File: src/rtl/cwpg_pkg.sv
`default_nettype none

package cwpg_pkg;

    // Sizing of the window and the node history.
    localparam int MAX_HALF      = 4;
    localparam int NODE_BITS     = 32;
    localparam int HIST_DEPTH    = 2 * MAX_HALF + 1;
    localparam int ADDR_BITS     = $clog2(HIST_DEPTH);
    localparam int OFF_BITS      = $clog2(MAX_HALF + 1);
    localparam int COUNT_BITS    = 4;
    localparam int COUNT_MAX     = 15;
    localparam int WIN_BITS      = 4;
    localparam int WIN_RESET     = 5;

    // Register port sizing.
    localparam int APB_ADDR_BITS = 3;
    localparam int APB_DATA_BITS = 32;

    // Register indexes, taken from the word address bit of paddr.
    localparam logic REG_WIN_WIDTH = 1'b0;

    typedef logic [NODE_BITS-1:0]  t_node;
    typedef logic [ADDR_BITS-1:0]  t_addr;
    typedef logic [OFF_BITS-1:0]   t_off;
    typedef logic [COUNT_BITS-1:0] t_count;
    typedef logic [WIN_BITS-1:0]   t_win;

    typedef enum logic [1:0] {
        S_IDLE,
        S_CENTER,
        S_PAIR
    } t_state;

    // Commands from the sequencer to the datapath.
    typedef struct packed {
        logic  shift;
        logic  load_center;
        logic  emit;
        t_addr rd_addr;
        logic  run_last;
    } t_dp_cmd;

    // Status from the datapath to the sequencer.
    typedef struct packed {
        logic slot_free;
    } t_dp_status;

    // Half-width of the context window, limited to MAX_HALF.
    function automatic t_off half_width(input t_win ws);
        logic [WIN_BITS:0] sum;
        sum = {1'b0, ws} + (WIN_BITS + 1)'(1);
        sum = sum >> 1;
        if (sum > (WIN_BITS + 1)'(MAX_HALF)) begin
            return OFF_BITS'(MAX_HALF);
        end
        return sum[OFF_BITS-1:0];
    endfunction

endpackage

`default_nettype wire

File: src/rtl/cwpg_ifs.sv
`default_nettype none

// Channel carrying one walk node per beat.
interface cwpg_node_if;
    import cwpg_pkg::*;

    logic  valid;
    logic  ready;
    t_node node_id;
    logic  seq_end;

    modport source (output valid, output node_id, output seq_end, input ready);
    modport sink   (input valid, input node_id, input seq_end, output ready);
endinterface

// Channel carrying one (center, context) pair per beat.
interface cwpg_pair_if;
    import cwpg_pkg::*;

    logic  valid;
    logic  ready;
    t_node center_node;
    t_node context_node;
    logic  run_last;

    modport source (output valid, output center_node, output context_node,
                    output run_last, input ready);
    modport sink   (input valid, input center_node, input context_node,
                    input run_last, output ready);
endinterface

`default_nettype wire

File: src/rtl/cwpg_cfg.sv
`default_nettype none

module cwpg_cfg (
    input  logic                               i_clk,
    input  logic                               i_rst_n,
    input  logic                               psel,
    input  logic                               penable,
    input  logic                               pwrite,
    input  logic [cwpg_pkg::APB_ADDR_BITS-1:0] paddr,
    input  logic [cwpg_pkg::APB_DATA_BITS-1:0] pwdata,
    output logic [cwpg_pkg::APB_DATA_BITS-1:0] prdata,
    output logic                               pready,
    output cwpg_pkg::t_win                     o_win_width
);
    import cwpg_pkg::*;

    t_win r_win_width;
    logic w_reg_index;
    logic w_write;

    // Word index of the addressed register.
    assign w_reg_index = paddr[2];
    assign w_write     = psel && penable && pwrite;

    // Window width register.
    always_ff @(posedge i_clk) begin
        if (!i_rst_n) begin
            r_win_width <= WIN_BITS'(WIN_RESET);
        end else if (w_write && (w_reg_index == REG_WIN_WIDTH)) begin
            r_win_width <= pwdata[WIN_BITS-1:0];
        end
    end

    // Read data and a port that never waits.
    always_comb begin
        prdata = '0;
        if (w_reg_index == REG_WIN_WIDTH) begin
            prdata = {{(APB_DATA_BITS - WIN_BITS){1'b0}}, r_win_width};
        end
    end

    assign pready      = 1'b1;
    assign o_win_width = r_win_width;

endmodule

`default_nettype wire

File: src/rtl/cwpg_dp.sv
`default_nettype none

module cwpg_dp (
    input  logic                   i_clk,
    input  logic                   i_rst_n,
    input  cwpg_pkg::t_dp_cmd      i_cmd,
    input  cwpg_pkg::t_node        i_node_id,
    output cwpg_pkg::t_dp_status   o_status,
    output logic                   o_out_valid,
    input  logic                   i_out_ready,
    output cwpg_pkg::t_node        o_center_node,
    output cwpg_pkg::t_node        o_context_node,
    output logic                   o_run_last
);
    import cwpg_pkg::*;

    t_node r_hist [HIST_DEPTH];
    t_node r_center;
    t_node w_rd_data;
    logic  r_out_valid;
    t_node r_out_center;
    t_node r_out_ctx;
    logic  r_out_run_last;
    logic  w_slot_free;

    // Node history: entry 0 is the newest node.
    always_ff @(posedge i_clk) begin
        if (i_cmd.shift) begin
            r_hist[0] <= i_node_id;
            for (int i = 1; i < HIST_DEPTH; i++) begin
                r_hist[i] <= r_hist[i-1];
            end
        end
    end

    // Single read port into the history.
    assign w_rd_data = r_hist[i_cmd.rd_addr];

    // Center node of the pairs being generated.
    always_ff @(posedge i_clk) begin
        if (i_cmd.load_center) begin
            r_center <= w_rd_data;
        end
    end

    // The output register takes a new beat when empty or being drained.
    assign w_slot_free = !r_out_valid || i_out_ready;

    always_ff @(posedge i_clk) begin
        if (!i_rst_n) begin
            r_out_valid <= 1'b0;
        end else if (i_cmd.emit) begin
            r_out_valid <= 1'b1;
        end else if (i_out_ready) begin
            r_out_valid <= 1'b0;
        end
    end

    always_ff @(posedge i_clk) begin
        if (i_cmd.emit) begin
            r_out_center   <= r_center;
            r_out_ctx      <= w_rd_data;
            r_out_run_last <= i_cmd.run_last;
        end
    end

    assign o_status.slot_free = w_slot_free;
    assign o_out_valid        = r_out_valid;
    assign o_center_node      = r_out_center;
    assign o_context_node     = r_out_ctx;
    assign o_run_last         = r_out_run_last;

endmodule

`default_nettype wire

File: src/rtl/cwpg_ctrl.sv
`default_nettype none

module cwpg_ctrl (
    input  logic                   i_clk,
    input  logic                   i_rst_n,
    input  logic                   i_in_valid,
    input  logic                   i_seq_end,
    output logic                   o_in_ready,
    input  cwpg_pkg::t_win         i_win_width,
    input  cwpg_pkg::t_dp_status   i_status,
    output cwpg_pkg::t_dp_cmd      o_cmd
);
    import cwpg_pkg::*;

    t_state r_state, n_state;
    t_count r_count, n_count;
    t_count r_pos,   n_pos;
    logic   r_last,  n_last;
    t_off   r_half,  n_half;
    t_off   r_o,     n_o;
    t_addr  r_k,     n_k;

    logic   w_in_fire;
    t_off   w_half_now;
    t_off   w_o_start;
    logic   w_has_center;
    t_count w_diff;
    t_off   w_left;
    t_addr  w_k_start;
    logic   w_has_pairs;
    logic   w_last_center;
    logic   w_k_done;
    t_addr  w_k_next;

    assign w_in_fire  = i_in_valid && (r_state == S_IDLE);
    assign o_in_ready = (r_state == S_IDLE);

    // First center of an accepted node: on a sequence end, all pending
    // centers are flushed starting from the oldest one.
    assign w_half_now   = half_width(i_win_width);
    assign w_has_center = i_seq_end || (r_count >= COUNT_BITS'(w_half_now));
    always_comb begin
        w_o_start = w_half_now;
        if (i_seq_end && (r_count < COUNT_BITS'(w_half_now))) begin
            w_o_start = r_count[OFF_BITS-1:0];
        end
    end

    // Earlier neighbors of the current center, limited by the half-width.
    assign w_diff = r_pos - COUNT_BITS'(r_o);
    assign w_left = (w_diff > COUNT_BITS'(r_half)) ? r_half : w_diff[OFF_BITS-1:0];

    // Contexts walk from the oldest earlier neighbor down to the newest node,
    // stepping over the center itself.
    assign w_has_pairs = (r_o != '0) || (w_left != '0);
    assign w_k_start   = (w_left != '0) ? (ADDR_BITS'(r_o) + ADDR_BITS'(w_left))
                                        : (ADDR_BITS'(r_o) - ADDR_BITS'(1));
    assign w_k_done    = (r_k == '0) || ((r_k == ADDR_BITS'(1)) && (r_o == '0));
    assign w_k_next    = ((r_k - ADDR_BITS'(1)) == ADDR_BITS'(r_o)) ? (r_k - ADDR_BITS'(2))
                                                                   : (r_k - ADDR_BITS'(1));
    assign w_last_center = !r_last || (r_o == '0);

    // Next state and loop counters.
    always_comb begin
        n_state = r_state;
        n_count = r_count;
        n_pos   = r_pos;
        n_last  = r_last;
        n_half  = r_half;
        n_o     = r_o;
        n_k     = r_k;
        case (r_state)
            S_IDLE: begin
                if (w_in_fire) begin
                    n_pos  = r_count;
                    n_last = i_seq_end;
                    n_half = w_half_now;
                    n_o    = w_o_start;
                    if (i_seq_end) begin
                        n_count = '0;
                    end else if (r_count != COUNT_BITS'(COUNT_MAX)) begin
                        n_count = r_count + COUNT_BITS'(1);
                    end
                    n_state = w_has_center ? S_CENTER : S_IDLE;
                end
            end
            S_CENTER: begin
                if (w_has_pairs) begin
                    n_k     = w_k_start;
                    n_state = S_PAIR;
                end else if (w_last_center) begin
                    n_state = S_IDLE;
                end else begin
                    n_o = r_o - OFF_BITS'(1);
                end
            end
            S_PAIR: begin
                if (i_status.slot_free) begin
                    if (w_k_done) begin
                        if (w_last_center) begin
                            n_state = S_IDLE;
                        end else begin
                            n_o     = r_o - OFF_BITS'(1);
                            n_state = S_CENTER;
                        end
                    end else begin
                        n_k = w_k_next;
                    end
                end
            end
            default: begin
                n_state = S_IDLE;
            end
        endcase
    end

    // Datapath commands.
    always_comb begin
        o_cmd             = '0;
        o_cmd.shift       = w_in_fire;
        o_cmd.rd_addr     = r_k;
        case (r_state)
            S_CENTER: begin
                o_cmd.load_center = 1'b1;
                o_cmd.rd_addr     = ADDR_BITS'(r_o);
            end
            S_PAIR: begin
                o_cmd.emit     = i_status.slot_free;
                o_cmd.run_last = w_k_done && w_last_center;
            end
            default: begin
                o_cmd.emit = 1'b0;
            end
        endcase
    end

    always_ff @(posedge i_clk) begin
        if (!i_rst_n) begin
            r_state <= S_IDLE;
            r_count <= '0;
        end else begin
            r_state <= n_state;
            r_count <= n_count;
        end
    end

    always_ff @(posedge i_clk) begin
        r_pos  <= n_pos;
        r_last <= n_last;
        r_half <= n_half;
        r_o    <= n_o;
        r_k    <= n_k;
    end

    // The context index never lands on the center while pairs are emitted.
    a_k_not_center: assert property (@(posedge i_clk) disable iff (!i_rst_n)
        (r_state == S_PAIR) |-> (r_k != ADDR_BITS'(r_o)))
        else $error("context index points at the center");

    // History reads stay inside the stored window.
    a_addr_range: assert property (@(posedge i_clk) disable iff (!i_rst_n)
        (o_cmd.emit || o_cmd.load_center) |-> (o_cmd.rd_addr < ADDR_BITS'(HIST_DEPTH)))
        else $error("history read beyond its depth");

    // The last pair of a node returns the sequencer to idle.
    a_last_to_idle: assert property (@(posedge i_clk) disable iff (!i_rst_n)
        (o_cmd.emit && o_cmd.run_last) |=> (r_state == S_IDLE))
        else $error("sequencer busy after the last pair");

    // A sequence end restarts the position count.
    a_seq_restart: assert property (@(posedge i_clk) disable iff (!i_rst_n)
        (w_in_fire && i_seq_end) |=> (r_count == '0))
        else $error("position count not cleared at sequence end");

endmodule

`default_nettype wire

File: src/rtl/context_window_pair_generator.sv
// Skip-gram pair generator for walk sequences. Each input beat carries one node
// id and a flag on the last node of its sequence; each output beat carries one
// (center, context) pair, with run_last set on the final pair caused by that
// input. With half-width H = min((W+1)/2, 4) for window width W, a center is
// released once H later nodes have arrived or when its sequence ends; its
// earlier neighbors come first, oldest first, then its later neighbors, nearest
// first. The window width register sits at byte address 0 of the register port
// (reset value 5); the user must write it only while the block is idle, and the
// block itself does not enforce this. The block works on one node at a time: a
// node that releases no center is done once accepted; otherwise, for each
// released center, it fetches the center and then emits its pairs one by one,
// since the node history has a single read port. A sequence end can flush up to
// five centers. A stalled output holds the pair emission.
`default_nettype none

module context_window_pair_generator (
    input  logic                               i_clk,
    input  logic                               i_rst_n,
    cwpg_node_if.sink                          i_node,
    cwpg_pair_if.source                        o_pair,
    input  logic                               psel,
    input  logic                               penable,
    input  logic                               pwrite,
    input  logic [cwpg_pkg::APB_ADDR_BITS-1:0] paddr,
    input  logic [cwpg_pkg::APB_DATA_BITS-1:0] pwdata,
    output logic [cwpg_pkg::APB_DATA_BITS-1:0] prdata,
    output logic                               pready
);
    import cwpg_pkg::*;

    t_win       w_win_width;
    t_dp_cmd    w_cmd;
    t_dp_status w_status;
    logic       w_in_ready;

    // Configuration register.
    cwpg_cfg u_cfg (
        .i_clk       (i_clk),
        .i_rst_n     (i_rst_n),
        .psel        (psel),
        .penable     (penable),
        .pwrite      (pwrite),
        .paddr       (paddr),
        .pwdata      (pwdata),
        .prdata      (prdata),
        .pready      (pready),
        .o_win_width (w_win_width)
    );

    // Sequencer over centers and contexts.
    cwpg_ctrl u_ctrl (
        .i_clk       (i_clk),
        .i_rst_n     (i_rst_n),
        .i_in_valid  (i_node.valid),
        .i_seq_end   (i_node.seq_end),
        .o_in_ready  (w_in_ready),
        .i_win_width (w_win_width),
        .i_status    (w_status),
        .o_cmd       (w_cmd)
    );

    // History and output register.
    cwpg_dp u_dp (
        .i_clk          (i_clk),
        .i_rst_n        (i_rst_n),
        .i_cmd          (w_cmd),
        .i_node_id      (i_node.node_id),
        .o_status       (w_status),
        .o_out_valid    (o_pair.valid),
        .i_out_ready    (o_pair.ready),
        .o_center_node  (o_pair.center_node),
        .o_context_node (o_pair.context_node),
        .o_run_last     (o_pair.run_last)
    );

    assign i_node.ready = w_in_ready;

endmodule

`default_nettype wire

File: src/flat_wrapper.sv
// flat-port wrapper written by rule: the top's interface ports become plain ports
module context_window_pair_generator_flat import cwpg_pkg::*;
  (i_clk, i_rst_n, psel, penable, pwrite, paddr, pwdata, prdata, pready, i_node_valid, i_node_node_id, i_node_seq_end, i_node_ready, o_pair_valid, o_pair_center_node, o_pair_context_node, o_pair_run_last, o_pair_ready);
  cwpg_node_if i_node_i ();
  cwpg_pair_if o_pair_i ();
  input  logic i_clk;
  input  logic i_rst_n;
  input  logic psel;
  input  logic penable;
  input  logic pwrite;
  input  logic [cwpg_pkg::APB_ADDR_BITS-1:0] paddr;
  input  logic [cwpg_pkg::APB_DATA_BITS-1:0] pwdata;
  output logic [cwpg_pkg::APB_DATA_BITS-1:0] prdata;
  output logic pready;
  input wire logic [$bits(i_node_i.valid)-1:0] i_node_valid;
  input wire logic [$bits(i_node_i.node_id)-1:0] i_node_node_id;
  input wire logic [$bits(i_node_i.seq_end)-1:0] i_node_seq_end;
  output wire logic [$bits(i_node_i.ready)-1:0] i_node_ready;
  output wire logic [$bits(o_pair_i.valid)-1:0] o_pair_valid;
  output wire logic [$bits(o_pair_i.center_node)-1:0] o_pair_center_node;
  output wire logic [$bits(o_pair_i.context_node)-1:0] o_pair_context_node;
  output wire logic [$bits(o_pair_i.run_last)-1:0] o_pair_run_last;
  input wire logic [$bits(o_pair_i.ready)-1:0] o_pair_ready;
  assign i_node_i.valid = i_node_valid;
  assign i_node_i.node_id = i_node_node_id;
  assign i_node_i.seq_end = i_node_seq_end;
  assign i_node_ready = i_node_i.ready;
  assign o_pair_valid = o_pair_i.valid;
  assign o_pair_center_node = o_pair_i.center_node;
  assign o_pair_context_node = o_pair_i.context_node;
  assign o_pair_run_last = o_pair_i.run_last;
  assign o_pair_i.ready = o_pair_ready;
  context_window_pair_generator u_core (.i_clk(i_clk), .i_rst_n(i_rst_n), .i_node(i_node_i), .o_pair(o_pair_i), .psel(psel), .penable(penable), .pwrite(pwrite), .paddr(paddr), .pwdata(pwdata), .prdata(prdata), .pready(pready));
endmodule
File: config.mk
export PLATFORM = sky130hd
export DESIGN_NAME = context_window_pair_generator_flat
export DESIGN_NICKNAME = d
export VERILOG_FILES = /design/src/rtl/cwpg_pkg.sv /design/src/rtl/cwpg_ifs.sv /design/src/rtl/cwpg_cfg.sv /design/src/rtl/cwpg_dp.sv /design/src/rtl/cwpg_ctrl.sv /design/src/rtl/context_window_pair_generator.sv /design/src/flat_wrapper.sv
export SDC_FILE = /design/constraint.sdc
export NUM_CORES = 1
export LEC_CHECK = 0
export BUFFER_PORTS_ARGS = -buffer_cell sky130_fd_sc_hd__clkbuf_2
export CAP_MARGIN = 0
export CORE_MARGIN = 2
export CORE_UTILIZATION = 53
export CTS_CLUSTER_SIZE = 14
export DETAILED_ROUTE_END_ITERATION = 10
export PLACE_DENSITY = 0.86
export SKIP_LAST_GASP = 1
export SLEW_MARGIN = 20
export SYNTH_ARGS = -nofsm -noshare
export SYNTH_HDL_FRONTEND = slang
export SYNTH_SLANG_ARGS = --single-unit
File: constraint.sdc
create_clock -name i_clk -period 9 [get_ports i_clk]
set_input_delay 0.45 -clock i_clk [delete_from_list [all_inputs] [get_ports i_clk]]
set_output_delay 0.45 -clock i_clk [all_outputs]
set_load 0.01 [all_outputs]
Word-level counts from Yosys, hierarchy flattened
Memories as Yosys holds them, arrays and structs flattened.
Index checks and enable logic that the tools add are counted.

storage, ports and cells
  register bits after elaboration = 123
  bits in writable memories = 288
  output and inout port bits = 100
  memories kept = 1

operators by class
  add/sub/neg operators = 8
  order comparisons = 4
  eq/ne operators = 12
  mux-type cells = 35
  bitwise gates (word level) = 1
  reductions and logical operators = 28

memory list
  name                depth  width  rd ports  clocked after memory_dff  write ports  RTL line       text
  u_core.u_dp.r_hist  9      32     9         0                         9            cwpg_dp.sv:17  t_node r_hist [HIST_DEPTH];

operators with widths
  cell                                                                  number
  4-bit 2-to-1 mux                                                      9
  3-bit 2-to-1 mux                                                      9
  2-bit 2-to-1 mux                                                      5
  2-bit inequality test, second input constant                          5
  1-bit 2-to-1 mux                                                      9
  3-bit one-hot mux with 3 select lines                                 1
  3-bit nonzero test                                                    3
  4-bit one-hot mux with 2 select lines                                 1
  4-bit AND reduction                                                   2
  1-bit logical AND                                                     7
  2-bit one-hot mux with 3 select lines                                 1
  2-bit nonzero test                                                    3
  4-bit by 1-bit adder with 5-bit output, second input constant         1
  1-bit logical OR                                                      5
  5-bit AND reduction                                                   1
  3-bit by 3-bit adder with 4-bit output                                1
  4-bit by 1-bit adder with 4-bit output, second input constant         1
  4-bit by 1-bit == test with 1-bit output, second input constant       1
  4-bit by 3-bit == test with 1-bit output                              1
  4-bit by 3-bit greater-or-equal comparator with 1-bit output          1
  4-bit by 3-bit > comparator with 1-bit output                         1
  4-bit by 3-bit > comparator with 1-bit output, second input constant  1
  4-bit logical NOT                                                     1
  4-bit by 3-bit less-than comparator with 1-bit output                 1
  16 further kinds                                                      17

Depth between registers and ports, before layout
Gate-level depths: netlist (run 1).

  word-level depth = 9
  mapped depth = 15
  depth with buffers taken out = 15

Cells and area by module
A second synthesis (run 1) with hierarchy kept.

unflattened totals
  cells, all modules = 924
  area, all modules = 16,515.8 um2

modules (own cells, without submodules)
  module     times used  cells an instance  area an instance (um2)  sequential area each (um2)
  cwpg_dp    1           683                14,227.4                11,581.1
  cwpg_ctrl  1           188                1,846.8                 570.5
  cwpg_cfg   1           53                 441.7                   80.1

Worst setup path before layout (run 1)
Ideal clock, no wire load.

  path kind = reg-to-reg
  from = register u_core.u_ctrl.r_state[0]
  to = register u_core.u_ctrl.r_count[3]
  library setup time = 0.070 ns
  arrival = 9.367 ns
  data required time = 8.930 ns
  setup slack = -0.437 ns
  cell stages (with the launch flop) = 7
  path buffers = 0
  clock period less this slack = 9.437 ns
  path through = dfxtp_1 inv_1 ha_1 and2_1 nand2_1 or3_1 a21oi_1

RTL lines
  what                    RTL line          text
  from (decl)             cwpg_ctrl.sv:15   t_state r_state, n_state;
  from (signal assigned)  cwpg_ctrl.sv:142  r_state <= n_state;
  to (signal assigned)    cwpg_ctrl.sv:143  r_count <= n_count;
  to (decl)               cwpg_ctrl.sv:16   t_count r_count, n_count;

Worst setup path after layout (run 1)
  from = register u_core.u_ctrl.r_o[0]
  to = register u_core.u_ctrl.r_k[3], data pin

between the ends
  longest elaborated chain between the ends = 7

RTL lines
  what                                                                                 RTL line          text
  from (decl)                                                                          cwpg_ctrl.sv:20   t_off r_o, n_o;
  from (signal assigned)                                                               cwpg_ctrl.sv:151  r_o <= n_o;
  4-bit by 3-bit subtractor with 4-bit output                                          cwpg_ctrl.sv:50   assign w_diff = r_pos - COUNT_BITS'(r_o);
  4-bit by 3-bit > comparator with 1-bit output                                        cwpg_ctrl.sv:51   assign w_left = (w_diff > COUNT_BITS'(r_half)) ? r_half : w_diff[OFF_BITS-1:0];
  3-bit 2-to-1 mux                                                                     cwpg_ctrl.sv:51
  3-bit by 3-bit adder with 4-bit output / 3-bit nonzero test (equally long branches)  cwpg_ctrl.sv:56   assign w_k_start = (w_left != '0) ? (ADDR_BITS'(r_o) + ADDR_BITS'(w_left))
  4-bit 2-to-1 mux                                                                     cwpg_ctrl.sv:56
  4-bit 2-to-1 mux                                                                     cwpg_ctrl.sv:88   if (w_has_pairs) begin
  4-bit one-hot mux with 2 select lines *                                              cwpg_ctrl.sv:72   case (r_state)
  via u_core.u_ctrl.n_k[3]                                                             cwpg_ctrl.sv:21   t_addr r_k, n_k;
  to (signal assigned)                                                                 cwpg_ctrl.sv:152  r_k <= n_k;
  to (decl)                                                                            cwpg_ctrl.sv:21

Mark *: on every way through the listed nets, which the timed path passes. The rest lies on a longest branch. The select of a mux whose other input is x is not followed.
A chain may end at the register's enable or synchronous reset.

==> flow_summary.toml, run 1 <==
[clock_tree]
path_clk_slew_ns = 0.06
cts_hold_buffers = 0
numCtsBuffers = 42
cts_setup_buffers = 0
clock-root-buffer = "clkbuf_16"
ctsHtreeMaxLevel = 2
insertion_delay_ns = 0.53
clockBufferDepth = 3
postCtsResizedCells = 0
cts_tree = "done"
clock-sinks = 411

[worst_setup_path]
worst-path-max-fanout = 6
r2r-end = "u_core.u_ctrl.r_k[3]"
endpoint_kind = "flip-flop"
crit_type = "reg2reg"
crit_arrival_ns = 4.61
cp_cell_sequence = "ha_1 > fa_1 > xnor2_1 > ha_1 > a21oi_1 > a32oi_1 > o311a_1 > or2_4 > a211o_1 > ha_1 > a21o_1 > a21oi_1 > nor4b_1 > a211oi_1"
r2r_cells = 14
crit_top_cell = "ha_1"
startpoint_type = "flip-flop"
r2r_start = "u_core.u_ctrl.r_o[0]"
cpPeakStageDelay_ns = 0.54
worst_path_max_delay_cell = "edfxtp_1"
r2r_setup_slack_ns = 4.66
required_ns = 9.27

[route]
wl_per_cell_um = 18.42
dr.pass1.iters = 4
drt-initial-drc-count = 657
routed_wl_mm = 25.22
ant_nets = 0
routed_via_density = 5.422
drc_errors = 0
vias = 7423

[synth]
yosys.area_share.xor_xnor_pct = 0.5875
synth_top_family_by_area = "multiplexers"
synth_fa_ha_area_share_pct = 2.209
syn_inst = 804
ys_async_sr_fraction_pct = 0
avgSynthCellArea_um2 = 19.87
synth_edf_count = 400
synth_compound_area_share_pct = 2.726
yosysSeqAreaShare_pct = 76.58
ys_warn_count = 0
yosys.area_share.simple_pct = 2.843
ys_ff_latch = 411
yosys-mux-area-fraction_pct = 12.07
synth_cell_type_count = 56
synthesis.area_um2 = 15970
yosys_most_used_dff = "edfxtp_1"

[global_route]
grt_max_degree = 205
antenna_found_initial = 2
grt_pass1_vias = 7554
grtUsageTotal_pct = 16.29
globalRoute.totalOverflow = 0
grt_pass1_wl_mm = 39.83

[pwr]
power_density_nw_per_um2 = 315.8
power_leakage_nw = 6.530
combPwrFrac_pct = 24.2
power.switching_w = 0.001588
ir_worst_vdd_v = 0.0002610
swShare_pct = 27.60
internal-power_w = 0.004166
pwr-share-seq_pct = 47.1
power_frac_clock_pct = 28.7

[timing]
slew_viol_final = 0
setup_viol = 0
worst_pin_slew_ns = 1.061
final.period_utilization_pct = 48.24
rsz0062_at_grt = "false"
hold_viol_final = 0
fin_tns_setup_ns = 0
relSlewSlack_pct = 29.24
period_needed_ns = 4.342
max_freq_ghz = 0.2303
skew_ns = 0.01055

[hold_path]
min_path_type = "in2reg"
whs_path_depth = 1
hold_end = "u_core.u_dp.r_hist[0][3]"
min_from = "i_node_node_id[3]"

[die]
dieArea_um2 = 31540
coreArea_um2 = 29640
ioPinCount = 175
rows = 63
die_x_um = 177.6
initial_core_util_pct = 53.89
die_h_um = 177.6

[placed_design]
gp_congestion = 0.7584
dp_hpwl_mm = 15.59
io_buffers = 115
place_area_um2 = 16890

[run]
drv_cap = 0

[layout]
drive_above_1_share_pct = 26.31
fin_nets = 1046
stdcell_area_um2 = 18220
synthToLayoutAreaGrowth_pct = 14.07

[run_status]
status = "finished clean"
==> state kept, by name (all words and copies together), names as in the netlist <==
name,flops
u_core.u_cfg.o_win_width,4
u_core.u_ctrl.r_count,4
u_core.u_ctrl.r_half,3
u_core.u_ctrl.r_k,4
u_core.u_ctrl.r_last,1
u_core.u_ctrl.r_o,3
u_core.u_ctrl.r_pos,4
u_core.u_ctrl.r_state,2
u_core.u_dp.o_center_node,32
u_core.u_dp.o_context_node,32
u_core.u_dp.o_out_valid,1
u_core.u_dp.o_run_last,1
u_core.u_dp.r_center,32
u_core.u_dp.r_hist,288
==> synthesized netlist by cell type, drive strengths merged (8+ instances only) <==
master	count	area share (%)
nor2	14	0.33
o21ai	38	1.2
clkbuf	8	0.19
ha	25	2.0
dfxtp	11	1.4
mux4	64	9.0
mux2i	46	2.9
edfxtp	400	75
inv	23	0.54
buf	47	2.2
nand2	41	0.96
nor2b	9	0.35
a21oi	10	0.31
==> placed cells by master (no fill, tap or decap), types with 3 or more instances in the layout <==
| master | n |
|---|---|
| nand2_1 | 41 |
| bufinv_16 | 3 |
| clkinv_2 | 4 |
| a21o_1 | 3 |
| nor2b_1 | 8 |
| buf_4 | 8 |
| clkinv_1 | 14 |
| o21ai_0 | 3 |
| clkbuf_1 | 7 |
| mux2i_1 | 43 |
| o21ai_1 | 34 |
| mux2i_4 | 3 |
| conb_1 | 29 |
| a21oi_1 | 10 |
| clkbuf_2 | 115 |
| dfxtp_1 | 11 |
| clkbuf_16 | 43 |
| nor2_1 | 13 |
| a211oi_1 | 3 |
| edfxtp_1 | 400 |
| inv_1 | 23 |
| ha_1 | 24 |
| nand3_1 | 4 |
| xnor2_1 | 6 |
| nor3_1 | 7 |
| mux4_2 | 64 |
| a31oi_1 | 3 |
==> kinds of logic (layout without fill, tap and decap cells) <==
logic type               Yosys count  in the layout
XOR/XNOR                           9              9
AO/OA/AOI/OAI                     72             72
adder cells (fa/ha/maj)           27             27
flip-flops                       411            411
buffers and inverters             78            224
AND/OR/NAND/NOR                   93             93
other                              2             31
multiplexers                     112            112
==> power by group through the flow <==
| stage | registers (W) | logic (W) | clock network, W |
|---|---|---|---|
| after global placement | 0.00272 | 0.00136 | 0 |
| after CTS | 0.00271 | 0.00141 | 0.00169 |
| after detailed placement | 0.00275 | 0.00141 | 0 |
| after floorplan | 0.00272 | 0.00111 | 0 |
| final | 0.00271 | 0.00139 | 0.00165 |
| after global routing | 0.00274 | 0.00153 | 0.00177 |
==> final cells by class <==
| cell class | instances | area, um^2 |
|---|---|---|
| Antenna cell | 2 | 5.005 |
| Clock buffer | 50 | 1102 |
| Clock inverter | 27 | 224.0 |
| Fill cell | 2083 | 11420 |
| Inverter | 23 | 86.33 |
| Multi-Input combinational cell | 342 | 3427 |
| Sequential cell | 411 | 12230 |
| Tap cell | 390 | 488.0 |
| Timing Repair Buffer | 124 | 655.6 |
==> worst max path at each step <==
| stage | slack (ns) | to | startpoint |
|---|---|---|---|
| floorplan | 3.31 | u_core.u_ctrl.r_count[3] | u_core.u_ctrl.r_state[0] |
| finish | 4.66 | u_core.u_ctrl.r_k[3] | u_core.u_ctrl.r_o[0] |
| global placement | 4.79 | u_core.u_ctrl.r_k[3] | u_core.u_ctrl.r_o[0] |
| global route | 4.41 | u_core.u_ctrl.r_k[3] | u_core.u_ctrl.r_o[0] |
| CTS | 4.66 | u_core.u_ctrl.r_k[3] | u_core.u_ctrl.r_o[0] |
| detailed placement | 4.68 | u_core.u_ctrl.r_k[3] | u_core.u_ctrl.r_o[0] |
==> stage by stage <==
stage	hold slack, ns	setup WS, ns	util (%)	power (W)	cells
2_1_floorplan	0.4003	3.314	-	0.003830	831
3_3_place_gp	0.4002	4.794	56.98	0.004074	1290
3_5_place_dp	0.4045	4.684	56.98	0.004157	1290
4_1_cts	0.06807	4.663	61.46	0.005816	1367
5_1_grt	0.06871	4.408	61.47	0.006044	1368
6_report	0.09022	4.658	61.47	0.005755	1369
==> critical path: cells and delay by family, from the launching register on <==
family / cells / cell delay (ns)
and+or+nand+nor: 2 / 0.53
xor gates and xnor gates: 1 / 0.27
adders and majority gates: 4 / 1.37
AOI/OAI and AO/OA: 7 / 1.37
DFF: 1 / 0.54
==> layer usage <==
metal	share of wire [%]	wire length, um	vias up	global-route usage (%)
met5	0	0	-	0
met3	4.8	1220	48	2.849
met2	49	12480	195	27.29
met4	2.7	684	0	6.489
met1	43	10840	3737	21.38
li1	-	-	3443	-
(Power assumes the default switching activity.)
==> run 2, diff against run 1 <==
clock period = 3.83 ns   (was 9 ns; I/O delays follow)
==> run 2 against run 1 <==
Fmax increased by 17%; clock-buffer cell count rose by 2; final cell count is 3.5% higher; routed wire length increased by 7.1%; via count is 3.8% higher; register-to-register slack worse by 4.6 ns; critical path depth is 1 higher; clock power is 150% higher.
==> flow_summary.toml, run 2 (same netlist as run 1, synthesis figures left out) <==
[clock_tree]
numCtsBuffers = 41
clockBufferDepth = 3
ctsHtreeMaxLevel = 2
insertion_delay_ns = 0.53
path_clk_slew_ns = 0.06
clock-sinks = 411
cts_tree = "done"
clock-root-buffer = "clkbuf_16"

[global_route]
grt_pass1_vias = 7783
antenna_found_initial = 1
grt_pass1_wl_mm = 42.11
globalRoute.totalOverflow = 0
grtUsageTotal_pct = 17.23
grt_max_degree = 98

[layout]
stdcell_area_um2 = 18930
synthToLayoutAreaGrowth_pct = 18.50
num-fill-cells = 1974
regArea_um2 = 12230
final_common_cell = "edfxtp_1"
drive_above_1_share_pct = 27.78
largest_reg_flops = 288
multi_input_area_um2 = 3525
fin_nets = 1096
final_cell_mix = "edfxtp_1, clkbuf_2, mux4_2"
largest-register = "u_core.u_dp.r_hist"

[placed_design]
io_buffers = 115
gp_congestion = 0.7548
dp_hpwl_mm = 16.17
place_area_um2 = 17050

[timing]
slew_viol_final = 0
worst_pin_slew_ns = 0.6609
skew_ns = 0.01893
setup_viol = 0
period_needed_ns = 3.723
max_freq_ghz = 0.2686
final.period_utilization_pct = 97.20
relSlewSlack_pct = 55.60
hold_viol_final = 0

[hold_path]
min_path_type = "in2reg"

[pwr]
power.total_w = 0.01408
ir_worst_vdd_v = 0.0004003
combPwrFrac_pct = 26.1
power_leakage_nw = 6.822
power.switching_w = 0.003893
pwr-share-seq_pct = 45.0
power_frac_clock_pct = 28.8
internal-power_w = 0.01019
swShare_pct = 27.65
power_density_nw_per_um2 = 743.9

[die]
dieArea_um2 = 31540
rows = 63
ioPinCount = 175
die_x_um = 177.6
die_h_um = 177.6
coreArea_um2 = 29640
initial_core_util_pct = 53.89

[worst_setup_path]
endpoint_kind = "flip-flop"
worst-path-max-fanout = 4
required_ns = 4.10
crit_type = "reg2reg"
startpoint_type = "flip-flop"
crit_arrival_ns = 3.99

[route]
routed_wl_mm = 27.02
vias = 7703
wl_per_cell_um = 19.07
dr.pass1.iters = 5
drt-initial-drc-count = 600
ant_nets = 0
drc_errors = 0
routed_via_density = 5.436

[run]
drv_cap = 0

[run_status]
status = "finished clean"
-- run 2: changes by cell type in the layout (fill, tap and decap cells not counted), moves of 2 or more --
| cell | before | now |
|---|---|---|
| dlygate4sd3_1 | 0 | 39 |
| clkinv_1 | 14 | 7 |
| buf_12 | 1 | 7 |
| buf_4 | 8 | 14 |
| ha_1 | 24 | 20 |
| ha_4 | 0 | 3 |
| a21oi_1 | 10 | 8 |
| a21oi_2 | 0 | 2 |
| bufinv_16 | 3 | 5 |
| fa_1 | 2 | 0 |
| fa_2 | 0 | 2 |
-- run 2: worst paths after layout --
| check | cells past startpoint | startpoint | end | slack [ns] |
|---|---|---|---|---|
| hold / removal | 4 | o_pair_ready | u_core.u_dp.o_out_valid | 0.04 |
| setup / recovery | 15 | u_core.u_ctrl.r_o[0] | u_core.u_ctrl.r_k[3] | 0.11 |
| setup reg to reg | 15 | u_core.u_ctrl.r_o[0] | u_core.u_ctrl.r_k[3] | 0.11 |
| hold reg to reg | 0 | u_core.u_dp.r_center[22] | u_core.u_dp.o_center_node[22] | 0.42 |
-- run 2: power by group through the flow --
stage               sequential [W]  combinational [W]  clock (W)
finish                     0.00634            0.00368    0.00406
detailed placement         0.00642            0.00351          0
global placement           0.00635            0.00337          0
floorplan                  0.00636            0.00263          0
CTS                        0.00633            0.00360    0.00415
global route               0.00640            0.00404    0.00433
-- run 2: critical path, cell delays in order (launching register included) --
cell,delay (ns)
edfxtp_1,0.43
ha_4,0.19
fa_2,0.55
inv_2,0.06
ha_4,0.26
nand3b_1,0.07
a32oi_1,0.22
buf_4,0.18
nor4_2,0.06
or2_4,0.29
a211o_1,0.26
ha_1,0.30
a21o_1,0.17
a21oi_2,0.14
nor4b_4,0.21
a211oi_1,0.07
-- run 2: what timing repair did --
action	in CTS	in global routing
endpoints found under the hold margin	37	0
resized for setup	2	9
pin swaps	4	8
setup endpoints to repair	3	3
hold buffers	39	0
cloned	0	0
setup buffers	2	1
-- run 2: stage by stage --
| stage | hold WS (ns) | std cells | util, % | TNS [ns] | setup slack [ns] |
|---|---|---|---|---|---|
| CTS | 0.01858 | 1415 | 63.60 | 0 | 0.02514 |
| floorplan | 0.2534 | 831 | - | -0.03796 | -0.03796 |
| global route | 0.02993 | 1417 | 63.86 | -0.08281 | -0.04627 |
| global placement | 0.3694 | 1299 | 57.54 | 0 | 0.06294 |
| detailed placement | 0.3701 | 1299 | 57.54 | -0.1779 | -0.1031 |
| finish | 0.04482 | 1417 | 63.86 | 0 | 0.1073 |
-- run 2: layout make-up --
| type | instances | area share (%) |
|---|---|---|
| Tap cell | 390 | 2.578 |
| Sequential cell | 411 | 64.62 |
| Clock buffer | 52 | 5.916 |
| Clock inverter | 23 | 1.395 |
| Multi-Input combinational cell | 342 | 18.62 |
| Timing Repair Buffer | 175 | 6.399 |
| Inverter | 23 | 0.4561 |
| Antenna cell | 1 | 0.01322 |
-- run 2: per-layer routing --
metal | GRT usage [%] | part of all wire, % | routed length [um]
met1 | 23.24 | 42 | 11480
met2 | 28.62 | 50 | 13620
met3 | 3.021 | 4.6 | 1250
met4 | 5.943 | 2.5 | 675
met5 | 0 | 0 | 0
==> run 3, diff against run 2 <==
CELL_PAD_IN_SITES_DETAIL_PLACEMENT = 1   (was unset)
CELL_PAD_IN_SITES_GLOBAL_PLACEMENT = 1   (was unset)
CORE_UTILIZATION = 47   (was 53)
CTS_BUF_LIST = sky130_fd_sc_hd__clkbuf_4 sky130_fd_sc_hd__clkbuf_8   (was unset)
PLACE_DENSITY = 0.88   (was 0.86)
==> run 3 against run 2 <==
Global-route usage increased by 0.37 points; the flow now finishes with violations (negative setup slack); highest routed layer unchanged; combinational power increased by 3%; first-iteration DRC count decreased by 18%; largest cell class unchanged.
==> flow_summary.toml, run 3 (same netlist as run 1, synthesis figures left out) <==
[pwr]
internal-power_w = 0.009762
pwr-share-seq_pct = 46.1
combPwrFrac_pct = 27.5
swShare_pct = 29.35
power.total_w = 0.01382
power_density_nw_per_um2 = 729.1
power_leakage_nw = 6.856
power.switching_w = 0.004055
ir_worst_vdd_v = 0.0004524
power_frac_clock_pct = 26.5

[layout]
fin_nets = 1131
largest_reg_flops = 288
final_cell_mix = "edfxtp_1, clkbuf_2, clkbuf_8"
stdcell_count = 1525
drive_above_1_share_pct = 31.38
num-fill-cells = 3033
antenna_cells = 0
largest-register = "u_core.u_dp.r_hist"
final_common_cell = "edfxtp_1"
synthToLayoutAreaGrowth_pct = 18.65

[worst_setup_path]
endpoint_kind = "flip-flop"
crit_type = "reg2reg"
startpoint_type = "flip-flop"
crit_top_cell = "ha_4"
worst_path_max_delay_cell = "fa_2"
cp_cell_sequence = "ha_4 > fa_2 > inv_2 > ha_4 > nand3b_1 > a32oi_2 > buf_4 > nor4_4 > or2_4 > a211o_1 > ha_4 > fa_2 > xor2_1 > nand2_1 > o21ai_1"
r2r_setup_slack_ns = -0.03
crit_arrival_ns = 4.19
required_ns = 4.17
critPathBufInv = 2
cpPeakStageDelay_ns = 0.56
crit_cells = 15
cp_top_family = "adder cells"
r2r_cells = 15
worst-path-max-fanout = 4

[die]
die_x_um = 188.4
dieArea_um2 = 35480
coreArea_um2 = 33530
rows = 67
die_h_um = 188.4
ioPinCount = 175
initial_core_util_pct = 47.63

[route]
routed_wl_mm = 30.34
drc_errors = 0
dr.pass1.iters = 5
ant_nets = 0
wl_per_cell_um = 19.90
drt-initial-drc-count = 490
vias = 7929
routed_via_density = 5.199

[timing]
relSlewSlack_pct = 45.86
worst_pin_slew_ns = 0.8102
max_freq_ghz = 0.2594
setup_viol = 2
final.period_utilization_pct = 100.7
slew_viol_final = 0
setup_ws_ns = -0.02575
period_needed_ns = 3.856
skew_ns = 0.02323
rsz0062_at_grt = "true"
hold_viol_final = 0

[clock_tree]
insertion_delay_ns = 0.59
clockBufferDepth = 3
ctsHtreeMaxLevel = 3
clock-root-buffer = "clkbuf_8"
clock-sinks = 411
numCtsBuffers = 67
path_clk_slew_ns = 0.06
cts_tree = "done"

[run]
drv_cap = 0

[placed_design]
io_buffers = 115
dp_cells = 1361
dp_hpwl_mm = 18.78
gp_congestion = 0.7459

[run_status]
status = "finished, violations left"
violations = "negative setup slack"

[global_route]
globalRoute.totalOverflow = 0
grt_pass1_wl_mm = 48.05
grt_pass1_vias = 8522
grt_max_degree = 95
antenna_found_initial = 1
grtUsageTotal_pct = 17.60

[hold_path]
whs_path_depth = 4
min_path_type = "in2reg"
-- run 3: cell types whose count changed in the layout (fill, tap and decap cells not counted), sizes merged --
cell         delta
buf             +7
dlygate4sd3     +2
clkbuf         +42
clkinv          +4
diode           -1
bufinv          -4
inv             -1
clkinvlp        +1
-- run 3: power by group through the flow --
stage	logic, W	registers, W	clock network [W]
after floorplan	0.00263	0.00636	0
after global placement	0.00337	0.00635	0
after detailed placement	0.00355	0.00645	0
after CTS	0.00367	0.00637	0.00376
after global routing	0.00416	0.00644	0.00395
final	0.00380	0.00636	0.00366
-- run 3: cell type report --
type | count | area [um^2] | area share, %
clock buffer | 94 | 1137 | 6.001
clock inverter | 23 | 140.1 | 0.7394
inverter | 23 | 86.33 | 0.4555
multi-input combinational | 342 | 3550 | 18.73
sequential | 411 | 12230 | 64.54
tap | 448 | 560.5 | 2.958
timing repair buffer | 184 | 1246 | 6.576
-- run 3: worst min-delay path: stages --
cell,delay (ns)
clkbuf_2,0.11
o22ai_1,0.14
nand3_1,0.12
o41ai_1,0.06
-- run 3: routing by layer --
metal / GRT usage (%) / up-vias / share of wire, %
met5: 0 / - / 0
met4: 7.512 / 0 / 3.1
met3: 3.706 / 71 / 4.6
met2: 30.03 / 239 / 51
met1: 21.94 / 4014 / 41
li1: - / 3605 / -
-- run 3: final timing paths --
check | from | to
worst min register to register | u_core.u_dp.r_center[23] | u_core.u_dp.o_center_node[23]
worst max register to register | u_core.u_ctrl.r_o[0] | u_core.u_ctrl.r_k[2]
worst max-delay path | u_core.u_ctrl.r_o[0] | u_core.u_ctrl.r_k[2]
worst min-delay path | i_node_valid | u_core.u_ctrl.r_state[0]
-- run 3: metrics by stage --
| stage | utilization [%] | TNS [ns] | instance area [um^2] | hold slack [ns] | setup WS [ns] |
|---|---|---|---|---|---|
| finish | 56.52 | -0.03457 | 18950 | 0.1021 | -0.02575 |
| CTS | 56.24 | 0 | 18860 | 0.05222 | 0.003705 |
| detailed placement | 51.05 | -0.2976 | 17120 | 0.3711 | -0.1716 |
| global route | 56.52 | -0.2931 | 18950 | 0.09843 | -0.1119 |
| global placement | 51.05 | 0 | 17120 | 0.3692 | 0.05273 |
| floorplan | - | -0.03796 | 16100 | 0.2534 | -0.03796 |
-- run 3: repair_timing --
item,CTS,global route
setup buffers,2,4
resized for setup,6,8
hold buffers,41,0
endpoints found under the hold margin,41,0
pin swaps,8,7
setup endpoints to repair,3,3
